`src/design/fswg_pkg.sv`:
```
// Package for the four-shape waveform generator: sizes, codes, shared structs
// and the per-step coefficient table that all shapes are scaled by.
// No dependencies.
package fswg_pkg;

  // Steps per period and DAC resolution.
  localparam int unsigned STEPS       = 20;
  localparam int unsigned SAMPLE_BITS = 16;
  localparam int unsigned STEP_W      = $clog2(STEPS);

  // Field widths of the channels.
  localparam int unsigned DATA_W   = 16;
  localparam int unsigned IDX_W    = 2;
  localparam int unsigned COEF_W   = 32;
  localparam int unsigned PROD_W   = COEF_W + DATA_W;
  localparam int unsigned COEF_SH  = 31;

  localparam logic [DATA_W-1:0] FULL_SCALE =
    DATA_W'((64'd1 << SAMPLE_BITS) - 64'd1);

  // Q30 sine constants; one is 2^30 and pi/2 uses the true value of pi.
  localparam logic [63:0] Q_ONE       = 64'd1 << 30;
  localparam logic [63:0] HALF_PI_Q30 = 64'd1686629713;

  // Rounded-up reciprocal of STEPS in Q31, exact for floor(amp * n / STEPS).
  localparam logic [63:0] RECIP =
    ((64'd1 << COEF_SH) + 64'(STEPS) - 64'd1) / 64'(STEPS);

  typedef enum logic [1:0] {
    SHAPE_SINE   = 2'd0,
    SHAPE_SQUARE = 2'd1,
    SHAPE_SAW    = 2'd2,
    SHAPE_TRI    = 2'd3
  } fswg_shape_e;

  typedef enum logic [IDX_W-1:0] {
    REG_WAVE_SHAPE = 2'd0,
    REG_AMPLITUDE  = 2'd1,
    REG_OFFSET     = 2'd2,
    REG_HOLD_TICKS = 2'd3
  } fswg_reg_e;

  // Register file contents as seen by the datapath and the step sequencer.
  typedef struct packed {
    fswg_shape_e       wave_shape;
    logic [DATA_W-1:0] amplitude;
    logic [DATA_W-1:0] offset;
    logic [DATA_W-1:0] hold_ticks;
  } fswg_cfg_t;

  // One tick as handed from the step sequencer to the datapath.
  typedef struct packed {
    logic              emit;
    logic [STEP_W-1:0] step;
    logic              last;
  } fswg_tick_t;

  // Table indexed by shape, then by step.
  typedef logic [3:0][STEPS-1:0][COEF_W-1:0] fswg_coef_lut_t;

  // Next Taylor term magnitude before the divide by (2n)(2n+1).
  function automatic logic [63:0] taylor_next(input logic [63:0] term,
                                              input logic [63:0] x);
    logic [63:0] t;
    t = (term * x) >> 30;
    t = (t * x) >> 30;
    return t;
  endfunction

  // Subtract that floors at zero.
  function automatic logic [63:0] sub_floor(input logic [63:0] a,
                                            input logic [63:0] b);
    return (a >= b) ? (a - b) : 64'd0;
  endfunction

  // Sine of (pi/2)*r/STEPS in Q30 by Taylor series through x^15.
  function automatic logic [63:0] quarter_sine(input int unsigned r);
    logic [63:0] x;
    logic [63:0] term;
    logic [63:0] sum;
    x = (HALF_PI_Q30 * 64'(r)) / 64'(STEPS);
    term = x;
    sum  = x;
    term = taylor_next(term, x) / 64'd6;   sum = sub_floor(sum, term);
    term = taylor_next(term, x) / 64'd20;  sum = sum + term;
    term = taylor_next(term, x) / 64'd42;  sum = sub_floor(sum, term);
    term = taylor_next(term, x) / 64'd72;  sum = sum + term;
    term = taylor_next(term, x) / 64'd110; sum = sub_floor(sum, term);
    term = taylor_next(term, x) / 64'd156; sum = sum + term;
    term = taylor_next(term, x) / 64'd210; sum = sub_floor(sum, term);
    if (r == 0) begin
      sum = 64'd0;
    end else if (r >= STEPS) begin
      sum = Q_ONE;
    end else if (sum > Q_ONE) begin
      sum = Q_ONE;
    end
    return sum;
  endfunction

  // Q31 level (1 + sin) / 2 for step i.
  function automatic logic [COEF_W-1:0] sine_coef(input int unsigned i);
    int unsigned u;
    int unsigned quad;
    int unsigned r;
    logic [63:0] s;
    logic [63:0] v;
    u    = 4 * i;
    quad = (u / STEPS) % 4;
    r    = u % STEPS;
    s    = (quad % 2 == 1) ? quarter_sine(STEPS - r) : quarter_sine(r);
    v    = (quad >= 2) ? (Q_ONE - s) : (Q_ONE + s);
    return COEF_W'(v);
  endfunction

  // Coefficient table: shape value = (coef * amplitude) >> 31 for every shape.
  function automatic fswg_coef_lut_t build_coef_lut();
    fswg_coef_lut_t lut;
    lut = '0;
    for (int unsigned i = 0; i < STEPS; i++) begin
      lut[SHAPE_SINE][i]   = sine_coef(i);
      lut[SHAPE_SQUARE][i] = (2 * i <= STEPS) ? COEF_W'(64'd1 << COEF_SH) : '0;
      lut[SHAPE_SAW][i]    = COEF_W'(RECIP * 64'(i));
      lut[SHAPE_TRI][i]    = (2 * i <= STEPS) ? COEF_W'(RECIP * 64'(2 * i))
                                              : COEF_W'(RECIP * 64'(2 * STEPS - 2 * i));
    end
    return lut;
  endfunction

  localparam fswg_coef_lut_t COEF_LUT = build_coef_lut();

endpackage

```
`src/design/fswg_if.sv`:
```
// Channel interfaces of the waveform generator: tick input, sample output and
// register write port. Depends on fswg_pkg.

// Tick channel: one beat per time tick.
interface fswg_in_if;
  logic valid;
  logic ready;
  logic restart;

  modport source (output valid, output restart, input ready);
  modport sink   (input valid, input restart, output ready);
endinterface

// Sample channel: one beat per emitted DAC sample.
interface fswg_out_if;
  import fswg_pkg::*;
  logic              valid;
  logic              ready;
  logic [DATA_W-1:0] sample;
  logic              period_end;

  modport source (output valid, output sample, output period_end, input ready);
  modport sink   (input valid, input sample, input period_end, output ready);
endinterface

// Register write channel.
interface fswg_cfg_if;
  import fswg_pkg::*;
  logic              valid;
  logic              ready;
  logic [IDX_W-1:0]  index;
  logic [DATA_W-1:0] data;

  modport source (output valid, output index, output data, input ready);
  modport sink   (input valid, input index, input data, output ready);
endinterface

```
`src/design/fswg_cfg_regs.sv`:
```
// Configuration register file of the waveform generator.
// Depends on fswg_pkg and fswg_cfg_if.
module fswg_cfg_regs (
  input  logic              clk_i,
  input  logic              rst_ni,
  fswg_cfg_if.sink          cfg_i,
  output fswg_pkg::fswg_cfg_t cfg_o
);
  import fswg_pkg::*;

  fswg_cfg_t cfg_q;

  // Writes are always taken.
  assign cfg_i.ready = 1'b1;

  // Register writes, decoded by index.
  always_ff @(posedge clk_i or negedge rst_ni) begin
    if (!rst_ni) begin
      cfg_q.wave_shape <= SHAPE_SINE;
      cfg_q.amplitude  <= '0;
      cfg_q.offset     <= '0;
      cfg_q.hold_ticks <= DATA_W'(1);
    end else if (cfg_i.valid) begin
      case (fswg_reg_e'(cfg_i.index))
        REG_WAVE_SHAPE: cfg_q.wave_shape <= fswg_shape_e'(cfg_i.data[1:0]);
        REG_AMPLITUDE:  cfg_q.amplitude  <= cfg_i.data;
        REG_OFFSET:     cfg_q.offset     <= cfg_i.data;
        REG_HOLD_TICKS: cfg_q.hold_ticks <= cfg_i.data;
        default: ;
      endcase
    end
  end

  assign cfg_o = cfg_q;

endmodule

```
`src/design/fswg_tick.sv`:
```
// Step sequencer: keeps the step index and hold counter and flags the first
// tick of each step. Depends on fswg_pkg.
module fswg_tick (
  input  logic                     clk_i,
  input  logic                     rst_ni,
  input  logic                     accept_i,
  input  logic                     restart_i,
  input  logic [fswg_pkg::DATA_W-1:0] hold_ticks_i,
  output fswg_pkg::fswg_tick_t     tick_o
);
  import fswg_pkg::*;

  logic [STEP_W-1:0] step_q, step_d;
  logic [DATA_W-1:0] hold_q, hold_d;
  logic [STEP_W-1:0] step_cur;
  logic [DATA_W-1:0] hold_cur;
  logic [DATA_W-1:0] hold_eff;
  logic [DATA_W-1:0] hold_inc;
  logic              step_done;

  // A restart clears the position before this tick is used.
  assign step_cur = restart_i ? '0 : step_q;
  assign hold_cur = restart_i ? '0 : hold_q;
  assign hold_eff = (hold_ticks_i == '0) ? DATA_W'(1) : hold_ticks_i;
  assign hold_inc = hold_cur + DATA_W'(1);
  assign step_done = (hold_inc >= hold_eff) || (hold_inc == '0);

  // Advance the hold counter and wrap the step at the end of the period.
  always_comb begin
    hold_d = hold_inc;
    step_d = step_cur;
    if (step_done) begin
      hold_d = '0;
      step_d = (step_cur == STEP_W'(STEPS - 1)) ? '0 : step_cur + STEP_W'(1);
    end
  end

  always_ff @(posedge clk_i or negedge rst_ni) begin
    if (!rst_ni) begin
      step_q <= '0;
      hold_q <= '0;
    end else if (accept_i) begin
      step_q <= step_d;
      hold_q <= hold_d;
    end
  end

  // Only the first tick of a step carries a sample.
  assign tick_o.emit = accept_i && (hold_cur == '0);
  assign tick_o.step = step_cur;
  assign tick_o.last = (step_cur == STEP_W'(STEPS - 1));

endmodule

```
`src/design/fswg_dp.sv`:
```
// Sample datapath: step register, coefficient lookup and multiply, then offset
// add into the output register. Depends on fswg_pkg and fswg_out_if.
module fswg_dp (
  input  logic                 clk_i,
  input  logic                 rst_ni,
  input  fswg_pkg::fswg_cfg_t  cfg_i,
  input  fswg_pkg::fswg_tick_t tick_i,
  output logic                 ready_o,
  fswg_out_if.source           out_o
);
  import fswg_pkg::*;

  // Stage 1: accepted step.
  logic              s1_valid_q;
  logic [STEP_W-1:0] s1_step_q;
  logic              s1_last_q;
  // Stage 2: product and effective offset.
  logic              s2_valid_q;
  logic [PROD_W-1:0] s2_prod_q;
  logic [DATA_W-1:0] s2_off_q;
  logic              s2_last_q;
  // Output register.
  logic              out_valid_q;
  logic [DATA_W-1:0] out_sample_q;
  logic              out_last_q;

  logic              out_free;
  logic              s2_free;
  logic              s1_free;
  logic [DATA_W-1:0] amp_eff;
  logic [DATA_W:0]   amp_off_sum;
  logic [DATA_W-1:0] off_eff;
  logic [COEF_W-1:0] coef;
  logic [PROD_W-1:0] prod;
  logic [DATA_W-1:0] shape_val;
  logic [DATA_W:0]   sample_sum;

  // Each stage moves on when the one after it is empty or moving.
  assign out_free = !out_valid_q || out_o.ready;
  assign s2_free  = !s2_valid_q || out_free;
  assign s1_free  = !s1_valid_q || s2_free;
  assign ready_o  = s1_free;

  // Amplitude limit and offset clamp so the sum stays within full scale.
  assign amp_eff     = (cfg_i.amplitude > FULL_SCALE) ? FULL_SCALE : cfg_i.amplitude;
  assign amp_off_sum = {1'b0, amp_eff} + {1'b0, cfg_i.offset};
  assign off_eff     = (amp_off_sum > {1'b0, FULL_SCALE}) ? (FULL_SCALE - amp_eff)
                                                          : cfg_i.offset;

  // Shape coefficient times amplitude.
  assign coef = COEF_LUT[cfg_i.wave_shape][s1_step_q];
  assign prod = PROD_W'(coef) * PROD_W'(amp_eff);

  // Drop the Q31 fraction and add the offset.
  assign shape_val  = DATA_W'(s2_prod_q >> COEF_SH);
  assign sample_sum = {1'b0, shape_val} + {1'b0, s2_off_q};

  always_ff @(posedge clk_i or negedge rst_ni) begin
    if (!rst_ni) begin
      s1_valid_q  <= 1'b0;
      s2_valid_q  <= 1'b0;
      out_valid_q <= 1'b0;
    end else begin
      if (s1_free) begin
        s1_valid_q <= tick_i.emit;
      end
      if (s2_free) begin
        s2_valid_q <= s1_valid_q;
      end
      if (out_free) begin
        out_valid_q <= s2_valid_q;
      end
    end
  end

  // Payload registers, loaded whenever their stage is free.
  always_ff @(posedge clk_i) begin
    if (s1_free) begin
      s1_step_q <= tick_i.step;
      s1_last_q <= tick_i.last;
    end
    if (s2_free) begin
      s2_prod_q <= prod;
      s2_off_q  <= off_eff;
      s2_last_q <= s1_last_q;
    end
    if (out_free) begin
      out_sample_q <= sample_sum[DATA_W-1:0];
      out_last_q   <= s2_last_q;
    end
  end

  assign out_o.valid      = out_valid_q;
  assign out_o.sample     = out_sample_q;
  assign out_o.period_end = out_last_q;

endmodule

```
`src/design/four_shape_waveform_generator.sv`:
```
// Four-shape waveform generator (sine, square, sawtooth, triangle).
// Throughput: one tick beat per cycle unless the sample channel stalls; the sample
// for a tick that starts a step passes the step register, coefficient multiply and offset add.
// Ticks within a step give no sample. Reset clears step index and hold counter
// and loads the registers with sine, zero amplitude, zero offset, hold of one.
// Depends on fswg_pkg, fswg_if, fswg_cfg_regs, fswg_tick and fswg_dp.
module four_shape_waveform_generator (
  input  logic       clk_i,
  input  logic       rst_ni,
  fswg_cfg_if.sink   cfg_i,
  fswg_in_if.sink    in_i,
  fswg_out_if.source out_o
);
  import fswg_pkg::*;

  fswg_cfg_t  cfg;
  fswg_tick_t tick;
  logic       in_ready;
  logic       in_accept;

  // Tick beat handshake.
  assign in_i.ready = in_ready;
  assign in_accept  = in_i.valid && in_ready;

  fswg_cfg_regs u_cfg_regs (
    .clk_i  (clk_i),
    .rst_ni (rst_ni),
    .cfg_i  (cfg_i),
    .cfg_o  (cfg)
  );

  fswg_tick u_tick (
    .clk_i        (clk_i),
    .rst_ni       (rst_ni),
    .accept_i     (in_accept),
    .restart_i    (in_i.restart),
    .hold_ticks_i (cfg.hold_ticks),
    .tick_o       (tick)
  );

  fswg_dp u_dp (
    .clk_i   (clk_i),
    .rst_ni  (rst_ni),
    .cfg_i   (cfg),
    .tick_i  (tick),
    .ready_o (in_ready),
    .out_o   (out_o)
  );

endmodule

```
`src/flat_wrapper.sv`:
```
// flat-port wrapper written by rule: the top's interface ports become plain ports
module four_shape_waveform_generator_flat import fswg_pkg::*;
  (clk_i, rst_ni, cfg_i_valid, cfg_i_index, cfg_i_data, cfg_i_ready, in_i_valid, in_i_restart, in_i_ready, out_o_valid, out_o_sample, out_o_period_end, out_o_ready);
  fswg_cfg_if cfg_i_i ();
  fswg_in_if in_i_i ();
  fswg_out_if out_o_i ();
  input  logic clk_i;
  input  logic rst_ni;
  input wire logic [$bits(cfg_i_i.valid)-1:0] cfg_i_valid;
  input wire logic [$bits(cfg_i_i.index)-1:0] cfg_i_index;
  input wire logic [$bits(cfg_i_i.data)-1:0] cfg_i_data;
  output wire logic [$bits(cfg_i_i.ready)-1:0] cfg_i_ready;
  input wire logic [$bits(in_i_i.valid)-1:0] in_i_valid;
  input wire logic [$bits(in_i_i.restart)-1:0] in_i_restart;
  output wire logic [$bits(in_i_i.ready)-1:0] in_i_ready;
  output wire logic [$bits(out_o_i.valid)-1:0] out_o_valid;
  output wire logic [$bits(out_o_i.sample)-1:0] out_o_sample;
  output wire logic [$bits(out_o_i.period_end)-1:0] out_o_period_end;
  input wire logic [$bits(out_o_i.ready)-1:0] out_o_ready;
  assign cfg_i_i.valid = cfg_i_valid;
  assign cfg_i_i.index = cfg_i_index;
  assign cfg_i_i.data = cfg_i_data;
  assign cfg_i_ready = cfg_i_i.ready;
  assign in_i_i.valid = in_i_valid;
  assign in_i_i.restart = in_i_restart;
  assign in_i_ready = in_i_i.ready;
  assign out_o_valid = out_o_i.valid;
  assign out_o_sample = out_o_i.sample;
  assign out_o_period_end = out_o_i.period_end;
  assign out_o_i.ready = out_o_ready;
  four_shape_waveform_generator u_core (.clk_i(clk_i), .rst_ni(rst_ni), .cfg_i(cfg_i_i), .in_i(in_i_i), .out_o(out_o_i));
endmodule
```
`config.mk`:
```
export PLATFORM = sky130hd
export DESIGN_NAME = four_shape_waveform_generator_flat
export DESIGN_NICKNAME = d
export VERILOG_FILES = /design/src/design/fswg_pkg.sv /design/src/design/fswg_if.sv /design/src/design/fswg_cfg_regs.sv /design/src/design/fswg_tick.sv /design/src/design/fswg_dp.sv /design/src/design/four_shape_waveform_generator.sv /design/src/flat_wrapper.sv
export SDC_FILE = /design/constraint.sdc
export NUM_CORES = 1
export LEC_CHECK = 0
export BUFFER_PORTS_ARGS = -buffer_cell sky130_fd_sc_hd__buf_2
export CORE_MARGIN = 2
export CORE_UTILIZATION = 45
export CTS_BUF_LIST = sky130_fd_sc_hd__clkbuf_8
export CTS_CLUSTER_SIZE = 14
export DETAILED_ROUTE_END_ITERATION = 8
export SYNTH_ARGS = -nofsm -noshare
export SYNTH_HDL_FRONTEND = slang
export SYNTH_SLANG_ARGS = --single-unit
```
`constraint.sdc`:
```
create_clock -name clk_i -period 7.8 [get_ports clk_i]
set_input_delay 0.78 -clock clk_i [delete_from_list [all_inputs] [get_ports clk_i]]
set_output_delay 0.78 -clock clk_i [all_outputs]
set_load 0.01 [all_outputs]
```
; Word-level counts from Yosys, hierarchy flattened
; Index checks and enable logic that the tools add are counted.
[totals]
regBits = 161
input_bits = 24
out_inout_bits = 20
[classes]
add_sub_neg = 5
multipliers = 1
n_lt_le_gt_ge = 5
n_eq_ne = 4
mux = 12
n_reduce_logical = 17
[op_table]
columns = operator, count
row1 = $bmux 640 s2, 1
row2 = $mux 640, 1
row3 = $bmux 32 s5, 1
row4 = $mux 16, 5
row5 = $logic_not 16->1, 3
row6 = $mul 32x16->47, 1
row7 = $mux 32, 1
row8 = $add 16x16->17, 1
row9 = $gt 17x16->1 const B, 1
row10 = $add 16x1->16 const B, 1
row11 = $add 16x16->16, 1
row12 = $ge 16x16->1, 1
row13 = $gt 16x16->1 const B, 1
row14 = $sub 16x16->16 const A, 1
row15 = $mux 5, 3
row16 = $reduce_and 2->1, 4
row17 = $lt 5x6->1 const B, 1
row18 = $add 5x1->5 const B, 1
row19 = $eq 5x5->1 const B, 1
row20 = $eq 2x2->1 const B, 2
row21 = $logic_or 1x1->1, 4
row22 = $logic_not 1->1, 3
row23 = $lt 2x3->1 const B, 1
row24 = $eq 2x1->1 const B, 1
row25 = other kinds (2), 3

; Longest topological paths before layout
[depth]
word_depth = 6
mapped_depth = 37

; Modules after synthesis
; From an unflattened synthesis, not the netlist that was laid out.
[hier_totals]
cells_unflattened = 2644
hier_area_um2 = 24085.6
[by_module_without_submodules]
columns = mod, n_inst, cells_each, area_per_inst_um2, seq_area_each_um2
row1 = fswg_dp, 1, 2300, 20121.8, 1756.7
row2 = fswg_cfg_regs, 1, 109, 2038.2, 1252.5
row3 = fswg_tick, 1, 234, 1919.3, 525.5
row4 = four_shape_waveform_generator, 1, 1, 6.3, 0.0

; Least setup slack after synthesis
; No wires, ideal clock.
[synth_path]
kind = register to register
from = reg u_core.u_cfg_regs.cfg_q (netlist bit u_core.u_cfg_regs.cfg_o[49])
to = reg u_core.u_dp.s2_prod_q[39] (data pin)
setup_ps = 262
t_arrival_ps = 7985
slack_ps = -446
path_stages_with_launch = 33
path_buffers = 3
period_less_slack_ps = 8246
path_cell_list = dfrtp_1 clkbuf_1 inv_1 ha_1 or2_2 clkbuf_1 nand2b_1 o21ai_1 a21oi_1 a221oi_1 a21oi_1 clkbuf_1 nand2_1 fa_1 inv_1 fa_1 fa_1 fa_1 fa_1 inv_1 fa_1 inv_1 ha_1 nand4_1 or4_1 nor4b_2 o2111a_1 o31a_1 o21a_1 or2_4 a21oi_2 o21ai_1 xor2_1
[synth_between]
elab_chain_len = 5
[synth_lines]
columns = element, line_no
row1 = from (decl), fswg_cfg_regs.sv:11  ; fswg_cfg_t cfg_q;
row2 = $bmux 640 s2, fswg_dp.sv:51  ; assign coef = COEF_LUT[cfg_i.wave_shape][s1_step_q];
row3 = $mux 640 (implied by the code), fswg_dp.sv:51
row4 = $bmux 32 s5, fswg_dp.sv:51
row5 = $mux 32 (implied by the code), fswg_dp.sv:51
row6 = $mul 32x16->47, fswg_dp.sv:52  ; assign prod = PROD_W'(coef) * PROD_W'(amp_eff);
row7 = named net u_core.u_dp.prod[39], fswg_dp.sv:34  ; logic [PROD_W-1:0] prod;
row8 = to (signal assigned), fswg_dp.sv:83  ; s2_prod_q <= prod;
row9 = to (decl), fswg_dp.sv:19  ; logic [PROD_W-1:0] s2_prod_q;
; The timed path passes the listed nets, and every way through them passes these cells. The select of a mux whose other input is x is not followed.
; A chain may end at the register's enable or synchronous reset.

; Worst setup path after layout
; Ends and elaborated chain as after synthesis.

==> out/metrics.cfg <==
[timing]
slew_headroom = 0.252
finalClockSkew_ns = 0.0186
fmaxAchievable_mhz = 122
rsz0062_at_grt = true
setup_viol = 14
slew_violations = 0
hold_violations = 0
timing.final.crit_share = 1.05
min_period_ns = 8.19
layout_setup_ws_ns = -0.395
worst_pin_slew_ns = 1.12

[cells_and_area]
drive_gt1_frac = 0.256
antenna_cells = 0
nNetsFinal = 3659
final_common_cell = inv_1
multiInputGateArea_um2 = 18900
n_fill_cell = 4697
finish.utilization = 0.568
final_cell_mix = inv_1, fa_1, nand2_1, buf_4, and2_1
regArea_um2 = 3540
area.growth.synth_to_final_pct = 25.1

[clock_tree]
root_buffer = clkbuf_8
cts_buffers = 17
clockBufferDepth = 2
cts.sinks = 130
path_clk_slew_ns = 0.09
clock_latency_ns = 0.45
cts_tree = yes
htreeDepth = 4
ctsHoldBuffers = 0

[routing]
routed_via_density = 5.44
wl_met1_um = 33100
wl_um = 80200
wl_met2_um = 38600
post-route-drc-count = 0
top_layer_used = met5
vias = 20400
routedWlPerCell_um = 21.4
first_iter_violations = 1427
wl_met3_um = 4430
detail-route-antenna-nets = 0
firstDrtPassIters = 5

[synthesis]
synth-edff-count = 56
ys_seq_area_frac = 0.148
syn-num-nets = 3295
postSynth.asyncResetShare = 0.569
synth_area_per_cell_um2 = 8.87
ys_ff_latch = 130
yosysWarnings = 0
syn_inst = 2686
synth_cell_types = 84
synthFlopType = dfrtp_1
mappedNetlistArea_um2 = 23800

[place]
place_congestion = 0.976
preCtsSetupSlack_ns = -0.841
io_buffers = 42
dp_hpwl_um = 63200

[worst_setup_path]
crit_type = reg -> reg
cp_max_fo = 12
critPathMaxStageDelay_ns = 0.57
r2r_cells = 32
slowest_stage = fa_1
endpoint_kind = flip-flop
path_common_cell = fa_1
arrival_ns = 8.47
startpoint_type = flip-flop
cp.required_ns = 8.07
r2r_slack_ns = -0.39

[global_routing]
antenna_found_initial = 3
grt_pass1_wl_um = 126000
grt_pass1_vias = 21900
grt-ovfl-total = 0
grt_max_degree = 75
grt.total_usage = 0.305

[min_path]
min_delay_path_depth = 0
hold_class = reg -> reg

[die]
ios = 44
die-area_um2 = 54800
fp-row-count = 84
core_um2 = 52400
die_h_um = 234
die_w_um = 234
start_util = 0.454

[job]
maxCapViolCount = 0

[run_status]
outcome = finished, violations left
violations = setup timing

-- logic make-up after synthesis --
family / Yosys count / share of synthesized area
and+or+nand+nor: 875 / 0.175
buffers and inverters: 647 / 0.103
adders and majority gates: 585 / 0.439
AOI/OAI and AO/OA: 355 / 0.0950
DFF: 130 / 0.148
muxes: 50 / 0.0235
xor gates and xnor gates: 43 / 0.0158
other: 1 / 0.000157
-- worst max-delay path, delay by kind of cell (launching register included) --
| family | cells | cell delay (ns) |
|---|---|---|
| adders and majority gates | 8 | 3.52 |
| xor gates and xnor gates | 1 | 0.20 |
| and+or+nand+nor | 7 | 1.70 |
| AOI/OAI and AO/OA | 8 | 1.30 |
| DFF | 1 | 0.44 |
| buffers and inverters | 8 | 0.83 |
-- per-layer routing --
metal,vias up,GRT usage
met1,10300,0.394
met4,4,0.140
met2,721,0.512
met5,-,0
met3,212,0.0383
li1,9142,-
-- flip-flops by register name (all words and copies together), names as in the netlist --
name,flops
u_core.u_dp.s2_off_q,16
u_core.u_dp.out_o.valid,1
u_core.u_dp.s2_prod_q,16
u_core.u_dp.s1_last_q,1
u_core.u_dp.s1_valid_q,1
u_core.u_tick.hold_q,16
u_core.u_cfg_regs.cfg_o,50
u_core.u_dp.s1_step_q,5
u_core.u_dp.s2_last_q,1
u_core.u_dp.out_o.period_end,1
u_core.u_dp.out_o.sample,16
u_core.u_tick.step_q,5
u_core.u_dp.s2_valid_q,1
-- final timing paths --
path                                           endpoint                         from
setup reg to reg              u_core.u_dp.s2_prod_q[39]  u_core.u_cfg_regs.cfg_o[49]
hold / removal             u_core.u_dp.out_o.period_end        u_core.u_dp.s2_last_q
setup / recovery              u_core.u_dp.s2_prod_q[39]  u_core.u_cfg_regs.cfg_o[49]
hold reg to reg            u_core.u_dp.out_o.period_end        u_core.u_dp.s2_last_q
max in group asynchronous   u_core.u_cfg_regs.cfg_o[48]                       rst_ni
min in group asynchronous       u_core.u_tick.hold_q[7]                       rst_ni
-- synth_stat cells, types with 4 or more instances --
library cell / count / area, µm²
a211o_1: 4 / 35.0
a211oi_1: 16 / 120
a21o_1: 25 / 188
a21oi_1: 98 / 490
a221oi_1: 5 / 43.8
a22oi_1: 4 / 30.0
a31oi_1: 11 / 68.8
a32o_1: 4 / 40.0
and2_1: 203 / 1270
and3_1: 8 / 50.1
buf_1: 11 / 41.3
buf_2: 15 / 75.1
clkbuf_1: 107 / 402
dfrtp_1: 73 / 1830
edfxtp_1: 56 / 1680
fa_1: 418 / 8370
ha_1: 167 / 2090
inv_1: 511 / 1920
mux2_2: 48 / 541
nand2_1: 410 / 1540
nand2b_1: 18 / 113
nand3_1: 37 / 185
nand3b_1: 6 / 45.0
nand4_1: 14 / 87.6
nor2_1: 101 / 379
nor2b_1: 17 / 106
nor3_1: 24 / 120
nor4_1: 11 / 68.8
o211ai_1: 14 / 105
o21a_1: 7 / 52.6
o21ai_0: 93 / 465
o21ai_1: 6 / 30.0
o22ai_1: 6 / 37.5
o31ai_1: 7 / 52.6
o32ai_1: 4 / 35.0
or2_1: 5 / 31.3
or3_1: 4 / 25.0
xnor2_1: 31 / 272
xor2_1: 12 / 105
-- area by class of cell --
cell class	count	area share
tap	688	0.0289
multi-input combinational	1909	0.633
sequential	130	0.119
inverter	512	0.0646
clock inverter	15	0.00529
clock buffer	17	0.00785
timing repair buffer	480	0.142
-- timing repair --
| action | 4_1_cts | 5_1_grt |
|---|---|---|
| gates cloned | 6 | 2 |
| resized for setup | 182 | 112 |
| pin swaps | 70 | 80 |
| setup buffers | 45 | 16 |
| setup endpoints to repair | 16 | 16 |
| hold endpoints to repair | 0 | 0 |
-- stage by stage --
stage          setup TNS [ns]  area (µm²)  cells  hold WS [ns]
2_1_floorplan               0       23900   2686         0.400
3_3_place_gp            -8.21       27600   3653         0.403
3_5_place_dp            -9.74       27600   3653         0.417
4_1_cts                 -3.42       29200   3736         0.439
5_1_grt                 -8.36       29800   3751         0.450
6_report                -4.45       29800   3751         0.439
Power is left out: the tool's default activity adds up to more than one toggle a clock period on the data nets, which glitch-free logic cannot reach.
